## config.mk

```make
export PLATFORM = sky130hd
export DESIGN_NAME = binary_gps_frame_parser_unit
export DESIGN_NICKNAME = d
export VERILOG_FILES = /design/src/rtl/core/gfp_pkg.sv /design/src/rtl/core/gfp_parse_core.sv /design/src/rtl/core/gfp_out_skid.sv /design/src/rtl/core/binary_gps_frame_parser_unit.sv
export SDC_FILE = /design/constraint.sdc
export NUM_CORES = 1
export LEC_CHECK = 0
export ABC_AREA = 1
export BUFFER_PORTS_ARGS = -buffer_cell sky130_fd_sc_hd__buf_2
export CAP_MARGIN = 20
export CORE_UTILIZATION = 50
export DETAILED_ROUTE_END_ITERATION = 10
export PLACE_DENSITY = 0.69
export SLEW_MARGIN = 20
export SYNTH_ARGS = -nofsm -noshare
export SYNTH_HDL_FRONTEND = slang
export SYNTH_HIERARCHICAL = 1
export SYNTH_SLANG_ARGS = --single-unit
```

## constraint.sdc

```tcl
create_clock -name clk -period 7.6 [get_ports clk]
set_clock_uncertainty 0.2 [all_clocks]
set_input_delay 0.76 -clock clk [delete_from_list [all_inputs] [get_ports clk]]
set_output_delay 0.76 -clock clk [all_outputs]
set_load 0.005 [all_outputs]
```

## src/rtl/core/gfp_pkg.sv

```systemverilog
// gfp_pkg: shared types and constants for the binary GPS frame parser.
// No dependencies; used by every module in rtl/core.
package gfp_pkg;

    localparam logic [7:0]  SYNC_FIRST    = 8'hB5;
    localparam logic [7:0]  SYNC_SECOND   = 8'h62;
    localparam logic [15:0] MAX_LEN_RESET = 16'd512;

    // result kinds
    localparam logic [1:0] KIND_TEXT    = 2'd0;
    localparam logic [1:0] KIND_PAYLOAD = 2'd1;
    localparam logic [1:0] KIND_END     = 2'd2;
    localparam logic [1:0] KIND_ABORT   = 2'd3;

    // frame end check status
    localparam logic [1:0] STATUS_OK    = 2'd0;
    localparam logic [1:0] STATUS_BAD_A = 2'd1;
    localparam logic [1:0] STATUS_BAD_B = 2'd2;

    typedef enum logic [8:0] {
        PH_HUNT    = 9'b000000001,
        PH_SYNC2   = 9'b000000010,
        PH_CLASS   = 9'b000000100,
        PH_ID      = 9'b000001000,
        PH_LEN_LO  = 9'b000010000,
        PH_LEN_HI  = 9'b000100000,
        PH_PAYLOAD = 9'b001000000,
        PH_CHECK_A = 9'b010000000,
        PH_CHECK_B = 9'b100000000
    } phase_t;

    typedef struct packed {
        logic [1:0]  kind;
        logic [7:0]  data_byte;
        logic [7:0]  frame_class;
        logic [7:0]  frame_id;
        logic [15:0] byte_index;
        logic [15:0] frame_length;
        logic [1:0]  check_status;
    } result_t;

endpackage

```

## src/rtl/core/gfp_parse_core.sv

```systemverilog
// gfp_parse_core: frame state machine, header capture and Fletcher-8 sums.
// Depends on gfp_pkg. State advances on every accepted item.
module gfp_parse_core
(
    input  logic              clk,
    input  logic              rst_n,
    input  logic              accept,
    input  logic [7:0]        rx_byte,
    input  logic [15:0]       max_len,
    output logic              res_valid,
    output gfp_pkg::result_t  res
);

    gfp_pkg::phase_t phase_reg, phase_next;
    logic [7:0]  class_reg, class_next;
    logic [7:0]  id_reg, id_next;
    logic [15:0] len_reg, len_next;
    logic [15:0] count_reg, count_next;
    logic [7:0]  sum_a_reg, sum_a_next;
    logic [7:0]  sum_b_reg, sum_b_next;

    logic [7:0]  add_a;
    logic [7:0]  add_b;
    logic [15:0] full_len;
    logic [15:0] count_inc;

    // running Fletcher step with the current byte
    assign add_a     = sum_a_reg + rx_byte;
    assign add_b     = sum_b_reg + add_a;
    assign full_len  = {rx_byte, len_reg[7:0]};
    assign count_inc = count_reg + 16'd1;

    always_comb
    begin
        phase_next = phase_reg;
        class_next = class_reg;
        id_next    = id_reg;
        len_next   = len_reg;
        count_next = count_reg;
        sum_a_next = sum_a_reg;
        sum_b_next = sum_b_reg;
        res_valid  = 1'b0;
        res        = '0;

        case (phase_reg)
            gfp_pkg::PH_SYNC2:
            begin
                if (rx_byte == gfp_pkg::SYNC_SECOND)
                    phase_next = gfp_pkg::PH_CLASS;
                else if (rx_byte != gfp_pkg::SYNC_FIRST)
                    phase_next = gfp_pkg::PH_HUNT;
            end
            gfp_pkg::PH_CLASS:
            begin
                class_next = rx_byte;
                sum_a_next = rx_byte;
                sum_b_next = rx_byte;
                phase_next = gfp_pkg::PH_ID;
            end
            gfp_pkg::PH_ID:
            begin
                sum_a_next = add_a;
                sum_b_next = add_b;
                id_next    = rx_byte;
                phase_next = gfp_pkg::PH_LEN_LO;
            end
            gfp_pkg::PH_LEN_LO:
            begin
                sum_a_next = add_a;
                sum_b_next = add_b;
                len_next   = {8'd0, rx_byte};
                phase_next = gfp_pkg::PH_LEN_HI;
            end
            gfp_pkg::PH_LEN_HI:
            begin
                sum_a_next = add_a;
                sum_b_next = add_b;
                len_next   = full_len;
                count_next = '0;
                if (full_len > max_len)
                begin
                    phase_next       = gfp_pkg::PH_HUNT;
                    res_valid        = 1'b1;
                    res.kind         = gfp_pkg::KIND_ABORT;
                    res.frame_class  = class_reg;
                    res.frame_id     = id_reg;
                    res.frame_length = full_len;
                end
                else if (full_len == 16'd0)
                    phase_next = gfp_pkg::PH_CHECK_A;
                else
                    phase_next = gfp_pkg::PH_PAYLOAD;
            end
            gfp_pkg::PH_PAYLOAD:
            begin
                sum_a_next = add_a;
                sum_b_next = add_b;
                count_next = count_inc;
                if (count_inc == len_reg)
                    phase_next = gfp_pkg::PH_CHECK_A;
                res_valid        = 1'b1;
                res.kind         = gfp_pkg::KIND_PAYLOAD;
                res.data_byte    = rx_byte;
                res.frame_class  = class_reg;
                res.frame_id     = id_reg;
                res.byte_index   = count_reg;
                res.frame_length = len_reg;
            end
            gfp_pkg::PH_CHECK_A:
            begin
                if (rx_byte != sum_a_reg)
                begin
                    // first check byte wrong: end now, next byte is hunted
                    phase_next       = gfp_pkg::PH_HUNT;
                    res_valid        = 1'b1;
                    res.kind         = gfp_pkg::KIND_END;
                    res.frame_class  = class_reg;
                    res.frame_id     = id_reg;
                    res.frame_length = len_reg;
                    res.check_status = gfp_pkg::STATUS_BAD_A;
                end
                else
                    phase_next = gfp_pkg::PH_CHECK_B;
            end
            gfp_pkg::PH_CHECK_B:
            begin
                phase_next       = gfp_pkg::PH_HUNT;
                res_valid        = 1'b1;
                res.kind         = gfp_pkg::KIND_END;
                res.frame_class  = class_reg;
                res.frame_id     = id_reg;
                res.frame_length = len_reg;
                res.check_status = (rx_byte != sum_b_reg) ? gfp_pkg::STATUS_BAD_B
                                                          : gfp_pkg::STATUS_OK;
            end
            default:
            begin
                if (rx_byte == gfp_pkg::SYNC_FIRST)
                    phase_next = gfp_pkg::PH_SYNC2;
                else
                begin
                    phase_next    = gfp_pkg::PH_HUNT;
                    res_valid     = 1'b1;
                    res.kind      = gfp_pkg::KIND_TEXT;
                    res.data_byte = rx_byte;
                end
            end
        endcase
    end

    always_ff @(posedge clk or negedge rst_n)
    begin
        if (!rst_n)
        begin
            phase_reg <= gfp_pkg::PH_HUNT;
            class_reg <= '0;
            id_reg    <= '0;
            len_reg   <= '0;
            count_reg <= '0;
            sum_a_reg <= '0;
            sum_b_reg <= '0;
        end
        else if (accept)
        begin
            phase_reg <= phase_next;
            class_reg <= class_next;
            id_reg    <= id_next;
            len_reg   <= len_next;
            count_reg <= count_next;
            sum_a_reg <= sum_a_next;
            sum_b_reg <= sum_b_next;
        end
    end

endmodule

```

## src/rtl/core/gfp_out_skid.sv

```systemverilog
// gfp_out_skid: result register plus one skid entry.
// Depends on gfp_pkg. Upstream stall is a flop, not a path from out_stall.
module gfp_out_skid
(
    input  logic              clk,
    input  logic              rst_n,
    input  logic              push,
    input  gfp_pkg::result_t  push_data,
    output logic              full,
    output logic              out_valid,
    output gfp_pkg::result_t  out_data,
    input  logic              out_stall
);

    logic             out_valid_reg, out_valid_next;
    logic             skid_valid_reg, skid_valid_next;
    gfp_pkg::result_t out_data_reg, out_data_next;
    gfp_pkg::result_t skid_data_reg, skid_data_next;
    logic             take;

    assign take = out_valid_reg & ~out_stall;

    always_comb
    begin
        out_valid_next  = out_valid_reg;
        skid_valid_next = skid_valid_reg;
        out_data_next   = out_data_reg;
        skid_data_next  = skid_data_reg;
        if (skid_valid_reg)
        begin
            // no push can arrive while the skid entry is held
            if (take)
            begin
                out_data_next   = skid_data_reg;
                skid_valid_next = 1'b0;
            end
        end
        else if (push)
        begin
            if (!out_valid_reg || take)
            begin
                out_data_next  = push_data;
                out_valid_next = 1'b1;
            end
            else
            begin
                skid_data_next  = push_data;
                skid_valid_next = 1'b1;
            end
        end
        else if (take)
            out_valid_next = 1'b0;
    end

    always_ff @(posedge clk or negedge rst_n)
    begin
        if (!rst_n)
        begin
            out_valid_reg  <= 1'b0;
            skid_valid_reg <= 1'b0;
        end
        else
        begin
            out_valid_reg  <= out_valid_next;
            skid_valid_reg <= skid_valid_next;
        end
    end

    always_ff @(posedge clk)
    begin
        out_data_reg  <= out_data_next;
        skid_data_reg <= skid_data_next;
    end

    assign full      = skid_valid_reg;
    assign out_valid = out_valid_reg;
    assign out_data  = out_data_reg;

endmodule

```

## src/rtl/core/binary_gps_frame_parser_unit.sv

```systemverilog
// Binary GPS frame parser: sync hunt, header, payload and Fletcher-8 check.
// Latency: a result is valid the cycle after its item is accepted when the
// result register is free; behind a stalled result it waits in the skid entry.
// Throughput: one item per cycle while in_stall is low; set by the parse step.
// in_stall rises only when both the result register and the skid entry are full.
// Reset (rst_n, async low): hunting for sync, sums and header cleared,
// max_payload_len back to 512, no result pending.
module binary_gps_frame_parser_unit
(
    input  logic        clk,
    input  logic        rst_n,
    // configuration: max_payload_len
    input  logic        cfg_wr_en,
    input  logic [15:0] cfg_wr_data,
    // received byte item
    input  logic        in_valid,
    output logic        in_stall,
    input  logic [7:0]  rx_byte,
    // result item
    output logic        out_valid,
    input  logic        out_stall,
    output logic [1:0]  kind,
    output logic [7:0]  data_byte,
    output logic [7:0]  frame_class,
    output logic [7:0]  frame_id,
    output logic [15:0] byte_index,
    output logic [15:0] frame_length,
    output logic [1:0]  check_status
);

    logic [15:0]      max_len_reg;
    logic             accept;
    logic             res_valid;
    logic             buf_full;
    gfp_pkg::result_t res;
    gfp_pkg::result_t out_data;

    // largest accepted payload length
    always_ff @(posedge clk or negedge rst_n)
    begin
        if (!rst_n)
            max_len_reg <= gfp_pkg::MAX_LEN_RESET;
        else if (cfg_wr_en)
            max_len_reg <= cfg_wr_data;
    end

    // an item is taken whenever the skid entry is free
    assign in_stall = buf_full;
    assign accept   = in_valid & ~buf_full;

    gfp_parse_core u_core
    (
        .clk       (clk),
        .rst_n     (rst_n),
        .accept    (accept),
        .rx_byte   (rx_byte),
        .max_len   (max_len_reg),
        .res_valid (res_valid),
        .res       (res)
    );

    // result register with skid so the parser keeps running while out is stalled, until the skid entry fills
    gfp_out_skid u_out
    (
        .clk       (clk),
        .rst_n     (rst_n),
        .push      (accept & res_valid),
        .push_data (res),
        .full      (buf_full),
        .out_valid (out_valid),
        .out_data  (out_data),
        .out_stall (out_stall)
    );

    assign kind         = out_data.kind;
    assign data_byte    = out_data.data_byte;
    assign frame_class  = out_data.frame_class;
    assign frame_id     = out_data.frame_id;
    assign byte_index   = out_data.byte_index;
    assign frame_length = out_data.frame_length;
    assign check_status = out_data.check_status;

endmodule

```

==> impl_results.rst, run 1 <==
.. list-table::
   :header-rows: 1

   * - Metric
     - Value
   * - XOR/XNOR Fraction of Synth Area
     - 2.63%
   * - Top cells by area, synth
     - sky130_fd_sc_hd__edfxtp_1 (34%), sky130_fd_sc_hd__dfrtp_1 (21%), sky130_fd_sc_hd__nand2_1 (14%)
   * - Cell type with the largest total area after synthesis
     - sky130_fd_sc_hd__edfxtp_1
   * - Worst hold slack across all endpoints
     - 0.238 ns
   * - Detailed Place HPWL
     - 17.3 mm
   * - Total negative setup slack
     - 0 ns
   * - Final ANT Viol Nets
     - 0
   * - Die boundary height
     - 148 µm
   * - Number of warning messages in the yosys log
     - 6
   * - Part of the Yosys area used for sequential elements
     - 55.5%
   * - Number of global-route vias before repair
     - 7,663
   * - RD Place Congestion
     - 0.884
   * - Post-Layout Cell Count
     - 1,524
   * - Crit-path max FO
     - 31
   * - Total of buffers placed on input and output ports
     - 90
   * - Number of synthesized register bits
     - 211
   * - Normalized max-slew margin
     - 47.0%
   * - Antenna cells
     - 0
   * - CTS buffer count
     - 24
   * - Number of nets in the synthesized netlist
     - 1,213
   * - Area growth from synthesis to layout
     - 13.7%
   * - Startpoint class of the critical path
     - register
   * - Static leakage power
     - 5.88 nW
   * - MaxCap Viol Count
     - 0
   * - Number of DRC markers after the initial detailed-route iteration
     - 759
   * - Proportion of synthesized area in mux cells
     - 0%
   * - Final critical path time including I/O delays and setup
     - 4.04 ns
   * - # placed instances
     - 1,479
   * - Unrepaired setup endpoints after global routing
     - no
   * - Total Nets Final
     - 1,299
   * - Share of synthesized cell area in full adder, half adder and majority cells
     - 4.15%
   * - Starting Density
     - 51.8%
   * - Internal Pwr Total
     - 2.40 mW
   * - Place WS
     - 3.30 ns
   * - Mean instance size in the synthesized netlist
     - 9.23 µm²
   * - Power density over cell area
     - 272 nW/µm²
   * - Clock latency at the later pin of the worst-skew pair
     - 0.52 ns
   * - Switching power share of the total
     - 26.7%
   * - Top cell types by occurrence after synthesis
     - sky130_fd_sc_hd__nand2_1 (395), sky130_fd_sc_hd__edfxtp_1 (120), sky130_fd_sc_hd__inv_1 (107)
   * - Global Route Usage Sum
     - 23.5%
   * - Number of placement rows
     - 52
   * - Fraction of post-synthesis cell area in the top cell type by area
     - 34.0%
   * - Gate count of the mapped netlist
     - 1,150
   * - Core Footprint
     - 20,500 µm²
   * - Type of the worst setup path
     - reg -> reg
   * - Status
     - finished clean
   * - Final Routed Wirelength
     - 24.6 mm
   * - Slew at the pin closest to its max-slew limit
     - 0.795 ns
   * - Area fraction in and, or, nand and nor cells after synthesis
     - 24.0%
   * - Fraction of registers with async set or reset after synthesis
     - 43.1%
   * - Master cell of the clock root buffer
     - sky130_fd_sc_hd__clkbuf_16
   * - Number of pins exceeding their max-slew limit in the final report
     - 0
   * - Area post-placement
     - 11,200 µm²
   * - Combined area of all synthesized cells
     - 10,600 µm²
   * - Main combinational cell family by area after synthesis
     - simple AND/OR/NAND/NOR gates
   * - Share of the synthesized area in compound gates (AO/OA/AOI/OAI)
     - 6.85%
   * - Count of vias placed by the detailed router
     - 8,071
   * - Global-route wire length before repair
     - 40.2 mm
   * - Count of endpoints failing setup in the final report
     - 0
   * - Post-synth EDFFs
     - 120
   * - Combinational share of power
     - 16.1%
   * - Post-synthesis cell type count
     - 44
   * - Clk buf depth
     - 3
   * - Routed vias/inst
     - 5.30
   * - Proportion of power drawn by the clock network
     - 38.7%
   * - Final count of hold timing violations
     - 0
   * - Chip Width
     - 148 µm
   * - Clock Sinks
     - 211
   * - Number of antenna violations at the first check in global routing
     - 0
   * - Min setup slack post-route
     - 3.56 ns
   * - Worst setup EP type
     - register
   * - Die area
     - 21,800 µm²
   * - I/O pin count
     - 91
   * - Htree depth
     - 1
   * - Leading register cell type out of synthesis
     - sky130_fd_sc_hd__edfxtp_1
   * - Drt first pass iters
     - 6
   * - CTS clk-pin slew, worst paths
     - 0.07 ns
   * - Min-Delay Path Class
     - in -> reg
   * - Reg power frac
     - 45.2%
   * - Peak clock frequency supported by timing
     - 247 MHz
   * - Worst IR drop on VDD
     - 171 µV
   * - Layout cell share with drive strength beyond 1
     - 14.4%
   * - Number of remaining DRC errors
     - 0
   * - Non-Filler Cell Area, Final
     - 12,100 µm²
   * - Grt total ovfl
     - 0
   * - Part of the cycle the worst path needs
     - 53.2%
   * - Maximum number of pins on one net before global-route repair
     - 66
   * - CTS tree
     - yes
   * - Most instantiated library cell after synthesis
     - sky130_fd_sc_hd__nand2_1
   * - Detailed-route wire length per cell
     - 16.1 µm
   * - Reported net switching power
     - 0.874 mW
   * - Crit path DAT
     - 4.00 ns
   * - CTS resizes
     - 0
   * - Data required, critical path
     - 7.56 ns
worst max-delay path: stages, from the launching register on:
cell,delay [ns]
sky130_fd_sc_hd__dfstp_2,0.55
sky130_fd_sc_hd__nor2_1,0.05
sky130_fd_sc_hd__nand2_1,0.11
sky130_fd_sc_hd__nor3_2,0.06
sky130_fd_sc_hd__nand2_2,0.41
sky130_fd_sc_hd__nand2_2,0.17
sky130_fd_sc_hd__nor2_2,0.37
sky130_fd_sc_hd__nand3_1,0.22
sky130_fd_sc_hd__nand2_1,0.12
sky130_fd_sc_hd__inv_1,0.04
sky130_fd_sc_hd__nor2_1,0.14
sky130_fd_sc_hd__inv_1,0.05
sky130_fd_sc_hd__nor2_1,0.09
sky130_fd_sc_hd__nand2_1,0.10
sky130_fd_sc_hd__inv_2,0.47
sky130_fd_sc_hd__buf_4,0.50
cells in the final DEF, fill, tap and decap left out, drive strengths merged:
cell	instances
nand4	13
edfxtp	120
a21boi	1
bufinv	6
fa	2
xnor2	3
clkinvlp	1
o32ai	16
xnor3	5
nor2	107
o21bai	1
clkbuf	28
nand3b	2
nor3b	5
dfstp	2
o22ai	12
nor3	10
a21o	2
buf	94
nor4	8
ha	32
xor2	16
o21a	2
inv	119
dlygate4sd3	1
o21ai	43
nand2	408
a21oi	30
a31oi	15
nand3	50
clkinv	11
dfrtp	89
cell families (layout without fill, tap and decap cells):
family,count (synthesis),count (layout)
xor gates and xnor gates,24,24
and+or+nand+nor,603,603
AOI/OAI and AO/OA,122,122
adders and majority gates,34,34
buffers and inverters,156,260
DFF,211,211
power by group through the flow:
stage / Clock, mW / Sequential (mW) / Combinational (mW)
global placement: 0 / 1.50 / 0.525
floorplan: 0 / 1.54 / 0.327
detailed placement: 0 / 1.51 / 0.531
finish: 1.27 / 1.48 / 0.527
global route: 1.34 / 1.50 / 0.594
CTS: 1.29 / 1.49 / 0.534
area by class of cell:
type,count,area (µm²)
clock buffer,28,637
multi-input combinational,783,4010
inverter,121,465
tap,270,338
sequential,211,5880
timing repair buffer,95,493
fill,1779,8430
clock inverter,16,236
layer usage:
layer / vias up / track usage (%) / part of all wire (%)
li1: 3967 / - / -
met1: 3781 / 34.1 / 46
met5: - / 0 / 0
met3: 33 / 4.20 / 7.7
met4: 0 / 5.62 / 1.6
met2: 290 / 36.9 / 44
metrics by stage:
| step | power (mW) | util, % |
|---|---|---|
| after floorplan | 1.87 | - |
| after detailed placement | 2.04 | 54.5 |
| after global placement | 2.03 | 54.5 |
| after CTS | 3.31 | 58.8 |
| final | 3.28 | 58.9 |
| after global routing | 3.43 | 58.9 |
worst paths after layout:
kind | end | startpoint | cells after the start | slack, ns
worst max-delay path | u_out/skid_data_reg[27] | u_core/phase_reg[0] | 15 | 3.56
worst min-delay path | max_len_reg[11] | cfg_wr_data[11] | 3 | 0.24
worst max register to register | u_out/skid_data_reg[27] | u_core/phase_reg[0] | 15 | 3.56
worst min register to register | max_len_reg[9] | max_len_reg[9] | 2 | 0.27
max in group asynchronous | u_out/full | rst_n | 3 | 5.48
min in group asynchronous | u_core/len_reg[7] | rst_n | 2 | 0.54
repair_timing:
action	4_1_cts	5_1_grt
setup endpoints to repair	0	0
setup buffers	0	0
hold buffers	1	0
endpoints found under the hold margin	30	0
Note: power is estimated with default switching activity, not from simulation.
==> run 2, diff against run 1 <==
Settings changed: ABC_AREA 1 to 0.
Clock period 7.6 ns to 3.8 ns, I/O delays scaled along.
==> run 2 against run 1 <==
Utilization increased by 0.47 points. Combinational power increased to 4.0 times the previous value. Global-route usage decreased by 2.6 points. Final area increased by 3.7%. Largest cell class unchanged.
==> impl_results.rst, run 2 <==
.. list-table::
   :header-rows: 1

   * - Metric
     - Value
   * - Total negative setup slack
     - 0 ns (unchanged)
   * - Top cells by area, synth
     - sky130_fd_sc_hd__edfxtp_1 (33%), sky130_fd_sc_hd__dfrtp_1 (21%), sky130_fd_sc_hd__mux2_4 (9.3%) (was sky130_fd_sc_hd__edfxtp_1 (34%), sky130_fd_sc_hd__dfrtp_1 (21%), sky130_fd_sc_hd__nand2_1 (14%))
   * - Core Footprint
     - 21,100 µm² (was 20,500 µm²)
   * - Drt first pass iters
     - 5 (was 6)
   * - Crit path DAT
     - 3.51 ns (was 4.00 ns)
   * - Multi-input gate area
     - 4490 µm² (was 4010 µm²)
   * - Most instantiated library cell after synthesis
     - sky130_fd_sc_hd__edfxtp_1 (was sky130_fd_sc_hd__nand2_1)
   * - Global-route wire length before repair
     - 36.4 mm (was 40.2 mm)
   * - Unrepaired setup endpoints after global routing
     - no (unchanged)
   * - FILL cells
     - 1,700 (was 1,779)
   * - Number of placement rows
     - 53 (was 52)
   * - Number of synthesized register bits
     - 211 (unchanged)
   * - Chip Width
     - 149 µm (was 148 µm)
   * - Internal Pwr Total
     - 5.33 mW (was 2.40 mW)
   * - Layout cell share with drive strength beyond 1
     - 29.2% (was 14.4%)
   * - Cell depth of the worst setup path
     - 14 (was 15)
   * - Number of pins exceeding their max-slew limit in the final report
     - 0 (unchanged)
   * - Reg power frac
     - 43.0% (was 45.2%)
   * - Number of DRC markers after the initial detailed-route iteration
     - 383 (was 759)
   * - Total Nets Final
     - 1,029 (was 1,299)
   * - Master of the slowest instance on the critical path
     - sky130_fd_sc_hd__dfstp_2 (unchanged)
   * - Routed vias/inst
     - 5.52 (was 5.30)
   * - CTS clk-pin slew, worst paths
     - 0.07 ns (about the same)
   * - Crit path cell chain
     - inv_1 -> ha_1 -> nand4_1 -> nor4_2 -> o21ai_1 -> o211ai_1 -> and3b_2 -> a31oi_2 -> mux2_2 -> nand2_1 -> and3b_2 -> nand2b_4 -> a21boi_4 -> buf_12 (was nor2_1 -> nand2_1 -> nor3_2 -> nand2_2 -> nand2_2 -> nor2_2 -> nand3_1 -> nand2_1 -> inv_1 -> nor2_1 -> inv_1 -> nor2_1 -> nand2_1 -> inv_2 -> buf_4)
   * - Startpoint class of the critical path
     - register (unchanged)
   * - Number of antenna violations at the first check in global routing
     - 0 (unchanged)
   * - Worst hold slack across all endpoints
     - 0.106 ns (was 0.238 ns)
   * - Switching power share of the total
     - 28.9% (was 26.7%)
   * - Data required, critical path
     - 3.76 ns (was 7.56 ns)
   * - I/O pin count
     - 91 (unchanged)
   * - Clock Sinks
     - 211 (unchanged)
   * - Starting Density
     - 51.2% (was 51.8%)
   * - CTS buffer count
     - 22 (was 24)
   * - Core utilization of the finished layout
     - 59.3% (was 58.9%)
   * - Hold_sp
     - rx_byte[6] (was cfg_wr_data[11])
   * - Reg2reg end
     - u_out/out_data[28] (was u_out/skid_data_reg[27])
   * - Count of endpoints failing setup in the final report
     - 0 (unchanged)
   * - Die boundary height
     - 149 µm (was 148 µm)
   * - Post-synth EDFFs
     - 120 (unchanged)
   * - Maximum number of pins on one net before global-route repair
     - 61 (was 66)
   * - Master cell of the clock root buffer
     - sky130_fd_sc_hd__clkbuf_16 (unchanged)
   * - CTS tree
     - yes (unchanged)
   * - Fraction of registers with async set or reset after synthesis
     - 43.1% (unchanged)
   * - Number of remaining DRC errors
     - 0 (unchanged)
   * - Final ANT Viol Nets
     - 0 (unchanged)
   * - Worst Setup EP
     - u_out/out_data[28] (was u_out/skid_data_reg[27])
   * - Crit-path most repeated cell
     - sky130_fd_sc_hd__and3b_2
   * - Worst setup EP type
     - register (unchanged)
   * - Slew at the pin closest to its max-slew limit
     - 0.751 ns (was 0.795 ns)
   * - Final critical path time including I/O delays and setup
     - 3.55 ns (was 4.04 ns)
   * - Worst IR drop on VDD
     - 461 µV (was 171 µV)
   * - # placed instances
     - 1,198 (was 1,479)
   * - Most frequent standard cell in the layout excluding fill and tap cells
     - sky130_fd_sc_hd__edfxtp_1 (was sky130_fd_sc_hd__nand2_1)
   * - MaxCap Viol Count
     - 0 (unchanged)
   * - Number of nets in the synthesized netlist
     - 907 (was 1,213)
   * - Count of vias placed by the detailed router
     - 6,933 (was 8,071)
   * - Area taken by flip-flops and latches
     - 5890 µm² (was 5880 µm²)
   * - Area growth from synthesis to layout
     - 16.0% (was 13.7%)
   * - Power density over cell area
     - 599 nW/µm² (was 272 nW/µm²)
   * - FF-to-FF setup slack
     - 0.25 ns (was 3.56 ns)
   * - Htree depth
     - 1 (unchanged)
   * - Status
     - finished clean (unchanged)
   * - Detailed-route wire length per cell
     - 17.9 µm (was 16.1 µm)
   * - Antenna cells
     - 0 (unchanged)
   * - Min-Delay Path Class
     - in -> reg (unchanged)
   * - Post-synthesis cell type count
     - 67 (was 44)
   * - Clock latency at the later pin of the worst-skew pair
     - 0.51 ns (was 0.52 ns)
   * - CTS resizes
     - 0 (unchanged)
   * - Top cell types by occurrence after synthesis
     - sky130_fd_sc_hd__edfxtp_1 (120), sky130_fd_sc_hd__dfrtp_1 (89), sky130_fd_sc_hd__mux2_4 (67) (was sky130_fd_sc_hd__nand2_1 (395), sky130_fd_sc_hd__edfxtp_1 (120), sky130_fd_sc_hd__inv_1 (107))
   * - Most frequent cells in the layout
     - sky130_fd_sc_hd__edfxtp_1 (120), sky130_fd_sc_hd__buf_2 (89), sky130_fd_sc_hd__dfrtp_1 (88) (was sky130_fd_sc_hd__nand2_1 (395), sky130_fd_sc_hd__edfxtp_1 (120), sky130_fd_sc_hd__inv_1 (106))
   * - Total of buffers placed on input and output ports
     - 90 (unchanged)
   * - Proportion of power drawn by the clock network
     - 29.0% (was 38.7%)
   * - Number of buffer and inverter instances along the worst setup path
     - 2 (was 4)
   * - RD Place Congestion
     - 0.948 (was 0.884)
   * - Post-Layout Cell Count
     - 1,257 (was 1,524)
   * - Clk buf depth
     - 3 (unchanged)
   * - Detailed Place HPWL
     - 15.5 mm (was 17.3 mm)
   * - Crit path from
     - max_len_reg[9] (was u_core/phase_reg[0])
   * - Part of the cycle the worst path needs
     - 93.4% (was 53.2%)
   * - Part of the Yosys area used for sequential elements
     - 54.5% (was 55.5%)
   * - Type of the worst setup path
     - reg -> reg (unchanged)
   * - Number of warning messages in the yosys log
     - 6 (unchanged)
   * - Number of global-route vias before repair
     - 6,864 (was 7,663)
   * - Normalized max-slew margin
     - 49.9% (was 47.0%)
   * - Worst r2r path cells
     - 14 (was 15)
   * - Final count of hold timing violations
     - 0 (unchanged)
   * - Cell type with the largest total area after synthesis
     - sky130_fd_sc_hd__edfxtp_1 (unchanged)
   * - Peak per-stage delay on the critical path
     - 0.53 ns (was 0.55 ns)
   * - Static leakage power
     - 5.37 nW (was 5.88 nW)
   * - Fraction of post-synthesis cell area in the top cell type by area
     - 33.4% (was 34.0%)
   * - Gate count of the mapped netlist
     - 844 (was 1,150)
   * - Global Route Usage Sum
     - 20.9% (was 23.5%)
   * - Combinational share of power
     - 28.0% (was 16.1%)
   * - Leading register cell type out of synthesis
     - sky130_fd_sc_hd__edfxtp_1 (unchanged)
   * - Peak clock frequency supported by timing
     - 282 MHz (was 247 MHz)
   * - Cell family with most CP delay
     - simple AND/OR/NAND/NOR gates (unchanged)
   * - Overall power consumption
     - 7.50 mW (was 3.28 mW)
   * - Crit Reg-Reg Startpoint
     - max_len_reg[9] (was u_core/phase_reg[0])
   * - Combined area of all synthesized cells
     - 10,800 µm² (was 10,600 µm²)
   * - Die area
     - 22,200 µm² (was 21,800 µm²)
   * - Reported net switching power
     - 2.17 mW (was 0.874 mW)
   * - Final Routed Wirelength
     - 22.5 mm (was 24.6 mm)
   * - Grt total ovfl
     - 0 (unchanged)
   * - Crit-path max FO
     - 60 (was 31)
   * - Mean instance size in the synthesized netlist
     - 12.8 µm² (was 9.23 µm²)
==> run 2: worst min-delay path by stage <==
stage | slack [ns] | end | depth (start not counted)
after global placement | 0.22 | u_core/sum_a_reg[3] | 1
after global routing | 0.12 | u_core/len_reg[6] | 3
final | 0.11 | u_core/len_reg[6] | 3
after floorplan | -0.12 | max_len_reg[0] | 0
after detailed placement | 0.23 | u_core/sum_b_reg[3] | 1
after CTS | 0.1 | u_core/len_reg[6] | 3
==> run 2: tightest hold or removal path, cell delays in order <==
cell,delay [ns]
sky130_fd_sc_hd__buf_2,0.12
sky130_fd_sc_hd__buf_4,0.14
sky130_fd_sc_hd__mux2_2,0.14
==> run 2: cell type report <==
| type | count | area share (%) |
|---|---|---|
| Inverter | 33 | 0.990 |
| Sequential cell | 211 | 47.1 |
| Timing Repair Buffer | 141 | 7.44 |
| Clock inverter | 14 | 1.25 |
| Multi-Input combinational cell | 557 | 35.9 |
| Clock buffer | 26 | 4.60 |
| Tap cell | 275 | 2.75 |
==> run 2: power groups by stage <==
stage,Clock [mW],Combinational [mW],Sequential (mW)
final,2.17,2.10,3.23
after global routing,2.31,2.31,3.27
after CTS,2.21,2.12,3.23
after detailed placement,0,2.09,3.28
after global placement,0,2.05,3.27
after floorplan,0,1.54,3.24
==> run 2: cell families after synthesis <==
kind of cell	synth area share, %
AOI/OAI and AO/OA	8.95
xor gates and xnor gates	3.57
adders and majority gates	4.08
buffers and inverters	4.14
DFF	54.5
muxes	13.2
and+or+nand+nor	11.6
==> run 2: through the flow <==
step,area [µm²],worst slack (ns)
after detailed placement,11600,0.0741
final,12500,0.249
after floorplan,10800,-0.273
after global placement,11600,0.173
after global routing,12500,0.0784
after CTS,12500,0.0380
==> run 2: metal layers <==
metal	vias to the layer above	share of wire, %	track usage (%)
met1	3332	45	29.1
li1	3349	-	-
met2	206	47	34.1
met3	46	5.1	3.33
met5	-	0	0
met4	0	2.3	5.56
==> run 2: timing repair <==
action | CTS | global route
endpoints found under the setup margin | 0 | 45
buffers inserted | 0 | 1
hold endpoints to repair | 60 | 0
hold buffers | 18 | 0
==> run 3, diff against run 2 <==
Settings changed: CORE_UTILIZATION 50 to 35, GPL_TIMING_DRIVEN from default to 0, PLACE_DENSITY 0.69 to default.
==> run 3 against run 2 <==
Utilization shrank 15 points. Highest routed layer unchanged. Cell count grew 12%. Clock power grew 7%. Maximum frequency shrank 4.4%. Sequential power shrank 2%.
==> impl_results.rst, run 3 (synthesis results as in run 2) <==
.. list-table::
   :header-rows: 1

   * - Metric
     - Value
   * - Status
     - finished clean (unchanged)
   * - Area growth from synthesis to layout
     - 22.0% (was 16.0%)
   * - Core Footprint
     - 30,000 µm² (was 21,100 µm²)
   * - Hold_sp
     - cfg_wr_en (was rx_byte[6])
   * - Crit-path max FO
     - 8 (was 60)
   * - Clock Sinks
     - 211 (unchanged)
   * - Worst setup EP type
     - register (unchanged)
   * - Detailed Place HPWL
     - 17.2 mm (was 15.5 mm)
   * - Htree depth
     - 1 (unchanged)
   * - Global Route Usage Sum
     - 15.8% (was 20.9%)
   * - Slew at the pin closest to its max-slew limit
     - 0.931 ns (was 0.751 ns)
   * - Reg2reg end
     - u_out/out_data[13] (was u_out/out_data[28])
   * - Grt total ovfl
     - 0 (unchanged)
   * - Min-Delay Path Class
     - in -> reg (unchanged)
   * - Antenna cells
     - 0 (unchanged)
   * - Met3 WL post-DR
     - 1.11 mm (was 1.14 mm)
   * - FILL cells
     - 2,767 (was 1,700)
   * - Number of global-route vias before repair
     - 7,028 (was 6,864)
   * - Most frequent standard cell in the layout excluding fill and tap cells
     - sky130_fd_sc_hd__edfxtp_1 (unchanged)
   * - CTS clk-pin slew, worst paths
     - 0.05 ns (was 0.07 ns)
   * - Number of antenna violations at the first check in global routing
     - 0 (unchanged)
   * - Final critical path time including I/O delays and setup
     - 3.72 ns (was 3.55 ns)
   * - Worst r2r path cells
     - 16 (was 14)
   * - Crit path cell chain
     - inv_2 -> ha_4 -> nand4_1 -> nor4_2 -> o21ai_1 -> o211ai_1 -> and3b_2 -> buf_6 -> a31oi_4 -> mux2_4 -> nand2_2 -> and3b_2 -> nand2b_4 -> a21boi_4 -> buf_12 -> clkbuf_16 (was inv_1 -> ha_1 -> nand4_1 -> nor4_2 -> o21ai_1 -> o211ai_1 -> and3b_2 -> a31oi_2 -> mux2_2 -> nand2_1 -> and3b_2 -> nand2b_4 -> a21boi_4 -> buf_12)
   * - Number of pins exceeding their max-slew limit in the final report
     - 0 (unchanged)
   * - Data required, critical path
     - 3.84 ns (was 3.76 ns)
   * - Number of buffer and inverter instances along the worst setup path
     - 4 (was 2)
   * - Worst IR drop on VDD
     - 323 µV (was 461 µV)
   * - Hold EP
     - max_len_reg[2] (was u_core/len_reg[6])
   * - Proportion of power drawn by the clock network
     - 28.9% (was 29.0%)
   * - Global-route wire length before repair
     - 39.1 mm (was 36.4 mm)
   * - Static leakage power
     - 5.57 nW (was 5.37 nW)
   * - Starting Density
     - 36.0% (was 51.2%)
   * - Peak clock frequency supported by timing
     - 269 MHz (was 282 MHz)
   * - CTS buffer count
     - 25 (was 22)
   * - Master cell of the clock root buffer
     - sky130_fd_sc_hd__clkbuf_16 (unchanged)
   * - Final Routed Wirelength
     - 24.8 mm (was 22.5 mm)
   * - Core utilization of the finished layout
     - 43.9% (was 59.3%)
   * - Peak per-stage delay on the critical path
     - 0.53 ns (about the same)
   * - Clk buf depth
     - 3 (unchanged)
   * - Number of DRC markers after the initial detailed-route iteration
     - 489 (was 383)
   * - MaxCap Viol Count
     - 0 (unchanged)
   * - Number of placement rows
     - 63 (was 53)
   * - FF-to-FF setup slack
     - 0.08 ns (was 0.25 ns)
   * - Place WS
     - -0.325 ns (was 0.0741 ns)
   * - Routed vias/inst
     - 5.07 (was 5.52)
   * - Cell family with most CP delay
     - simple AND/OR/NAND/NOR gates (unchanged)
   * - Crit-path most repeated cell
     - sky130_fd_sc_hd__and3b_2 (unchanged)
   * - Crit Reg-Reg Startpoint
     - max_len_reg[9] (unchanged)
   * - Power density over cell area
     - 612 nW/µm² (was 599 nW/µm²)
   * - Reported net switching power
     - 2.33 mW (was 2.17 mW)
   * - Switching power share of the total
     - 28.9% (about the same)
   * - Unrepaired setup endpoints after global routing
     - yes (was no)
   * - Reg power frac
     - 39.4% (was 43.0%)
   * - RD Place Congestion
     - 0.875 (was 0.948)
   * - Combinational share of power
     - 31.6% (was 28.0%)
   * - Hold path cells
     - 3 (unchanged)
   * - Master of the slowest instance on the critical path
     - sky130_fd_sc_hd__dfstp_2 (unchanged)
   * - Chip Width
     - 178 µm (was 149 µm)
   * - Number of remaining DRC errors
     - 0 (unchanged)
   * - Die boundary height
     - 178 µm (was 149 µm)
   * - Drt first pass iters
     - 5 (unchanged)
   * - Highest routed layer
     - met4 (unchanged)
   * - Startpoint class of the critical path
     - register (unchanged)
   * - Met2 routed wirelength
     - 11.5 mm (was 10.6 mm)
   * - Normalized max-slew margin
     - 37.5% (was 49.9%)
   * - Part of the cycle the worst path needs
     - 97.8% (was 93.4%)
   * - Die area
     - 31,500 µm² (was 22,200 µm²)
   * - Min setup slack post-route
     - 0.0847 ns (was 0.249 ns)
   * - Wire length the detailed router placed on met1
     - 11.6 mm (was 10.2 mm)
   * - Final ANT Viol Nets
     - 0 (unchanged)
   * - Final count of hold timing violations
     - 0 (unchanged)
   * - Type of the worst setup path
     - reg -> reg (unchanged)
   * - Worst hold slack across all endpoints
     - 0.100 ns (was 0.106 ns)
   * - CTS tree
     - yes (unchanged)
   * - Total Nets Final
     - 1,064 (was 1,029)
   * - Detailed-route wire length per cell
     - 17.6 µm (was 17.9 µm)
   * - Overall power consumption
     - 8.06 mW (was 7.50 mW)
   * - Crit path DAT
     - 3.76 ns (was 3.51 ns)
   * - Layout cell share with drive strength beyond 1
     - 28.7% (was 29.2%)
   * - Most frequent cells in the layout
     - sky130_fd_sc_hd__edfxtp_1 (120), sky130_fd_sc_hd__buf_2 (96), sky130_fd_sc_hd__dfrtp_1 (89) (was sky130_fd_sc_hd__edfxtp_1 (120), sky130_fd_sc_hd__buf_2 (89), sky130_fd_sc_hd__dfrtp_1 (88))
   * - Internal Pwr Total
     - 5.73 mW (was 5.33 mW)
   * - Count of vias placed by the detailed router
     - 7,144 (was 6,933)
   * - Clock latency at the later pin of the worst-skew pair
     - 0.53 ns (was 0.51 ns)
   * - I/O pin count
     - 91 (unchanged)
   * - Count of endpoints failing setup in the final report
     - 0 (unchanged)
   * - Maximum number of pins on one net before global-route repair
     - 59 (was 61)
   * - Total of buffers placed on input and output ports
     - 89 (was 90)
## run 3: changes by cell type in the layout (fill, tap and decap cells not counted), sizes merged
| cell | change |
|---|---|
| clkbuf | +39 |
| clkinv | -7 |
| dlygate4sd3 | +6 |
| buf | +2 |
| bufinv | -2 |
| clkinvlp | -1 |
| inv | +1 |
## run 3: what timing repair did
action | in CTS | in global routing
hold buffers | 24 | 0
endpoints found under the setup margin | 120 | 120
pin swaps | 3 | 7
hold endpoints to repair | 108 | 0
buffers inserted | 4 | 3
resized for setup | 0 | 5
cloned | 0 | 5
## run 3: cell type report
cell class	instances	area (µm²)	area share, %
sequential	211	5880	44.7
multi-input combinational	557	4520	34.3
timing repair buffer	130	1010	7.67
clock buffer	41	747	5.67
tap	390	488	3.71
buffer	43	323	2.45
inverter	33	124	0.941
clock inverter	5	68.8	0.523
## run 3: per-stage QoR
stage | area, µm² | setup TNS [ns] | instances
floorplan | 10800 | -21.60 | 844
global placement | 11800 | -117.16 | 1323
detailed placement | 11900 | -28.73 | 1328
CTS | 13000 | 0 | 1402
global route | 13200 | -2.00 | 1410
finish | 13200 | 0 | 1410
## run 3: routing by layer
metal  GRT usage (%)  vias to the layer above
met5               0                        -
met4            3.99                        0
met3            2.27                       37
met2            25.4                      190
met1            22.3                     3499
li1                -                     3418
## run 3: worst max path at each step
stage | slack, ns | end | cells after the start | startpoint
CTS | 0.004 | u_out/skid_data_reg[20] | 15 | max_len_reg[9]
finish | 0.08 | u_out/out_data[13] | 16 | max_len_reg[9]
global route | -0.04 | u_out/out_data[19] | 16 | max_len_reg[9]
floorplan | -0.27 | u_out/out_data[0] | 14 | max_len_reg[9]
global placement | -1.06 | u_out/out_data[18] | 14 | rx_byte[3]
detailed placement | -0.33 | u_out/out_data[42] | 15 | rx_byte[3]
## run 3: tightest hold or removal path, delay by kind of cell
family	cells	cell delay [ns]
buffers and inverters	2	0.26
muxes	1	0.15
## run 3: power by group through the flow
stage	registers [mW]	clock network [mW]	logic, mW
after global placement	3.23	0	2.17
after global routing	3.22	2.50	2.78
after detailed placement	3.23	0	2.31
after floorplan	3.24	0	1.54
after CTS	3.18	2.40	2.40
final	3.18	2.33	2.55
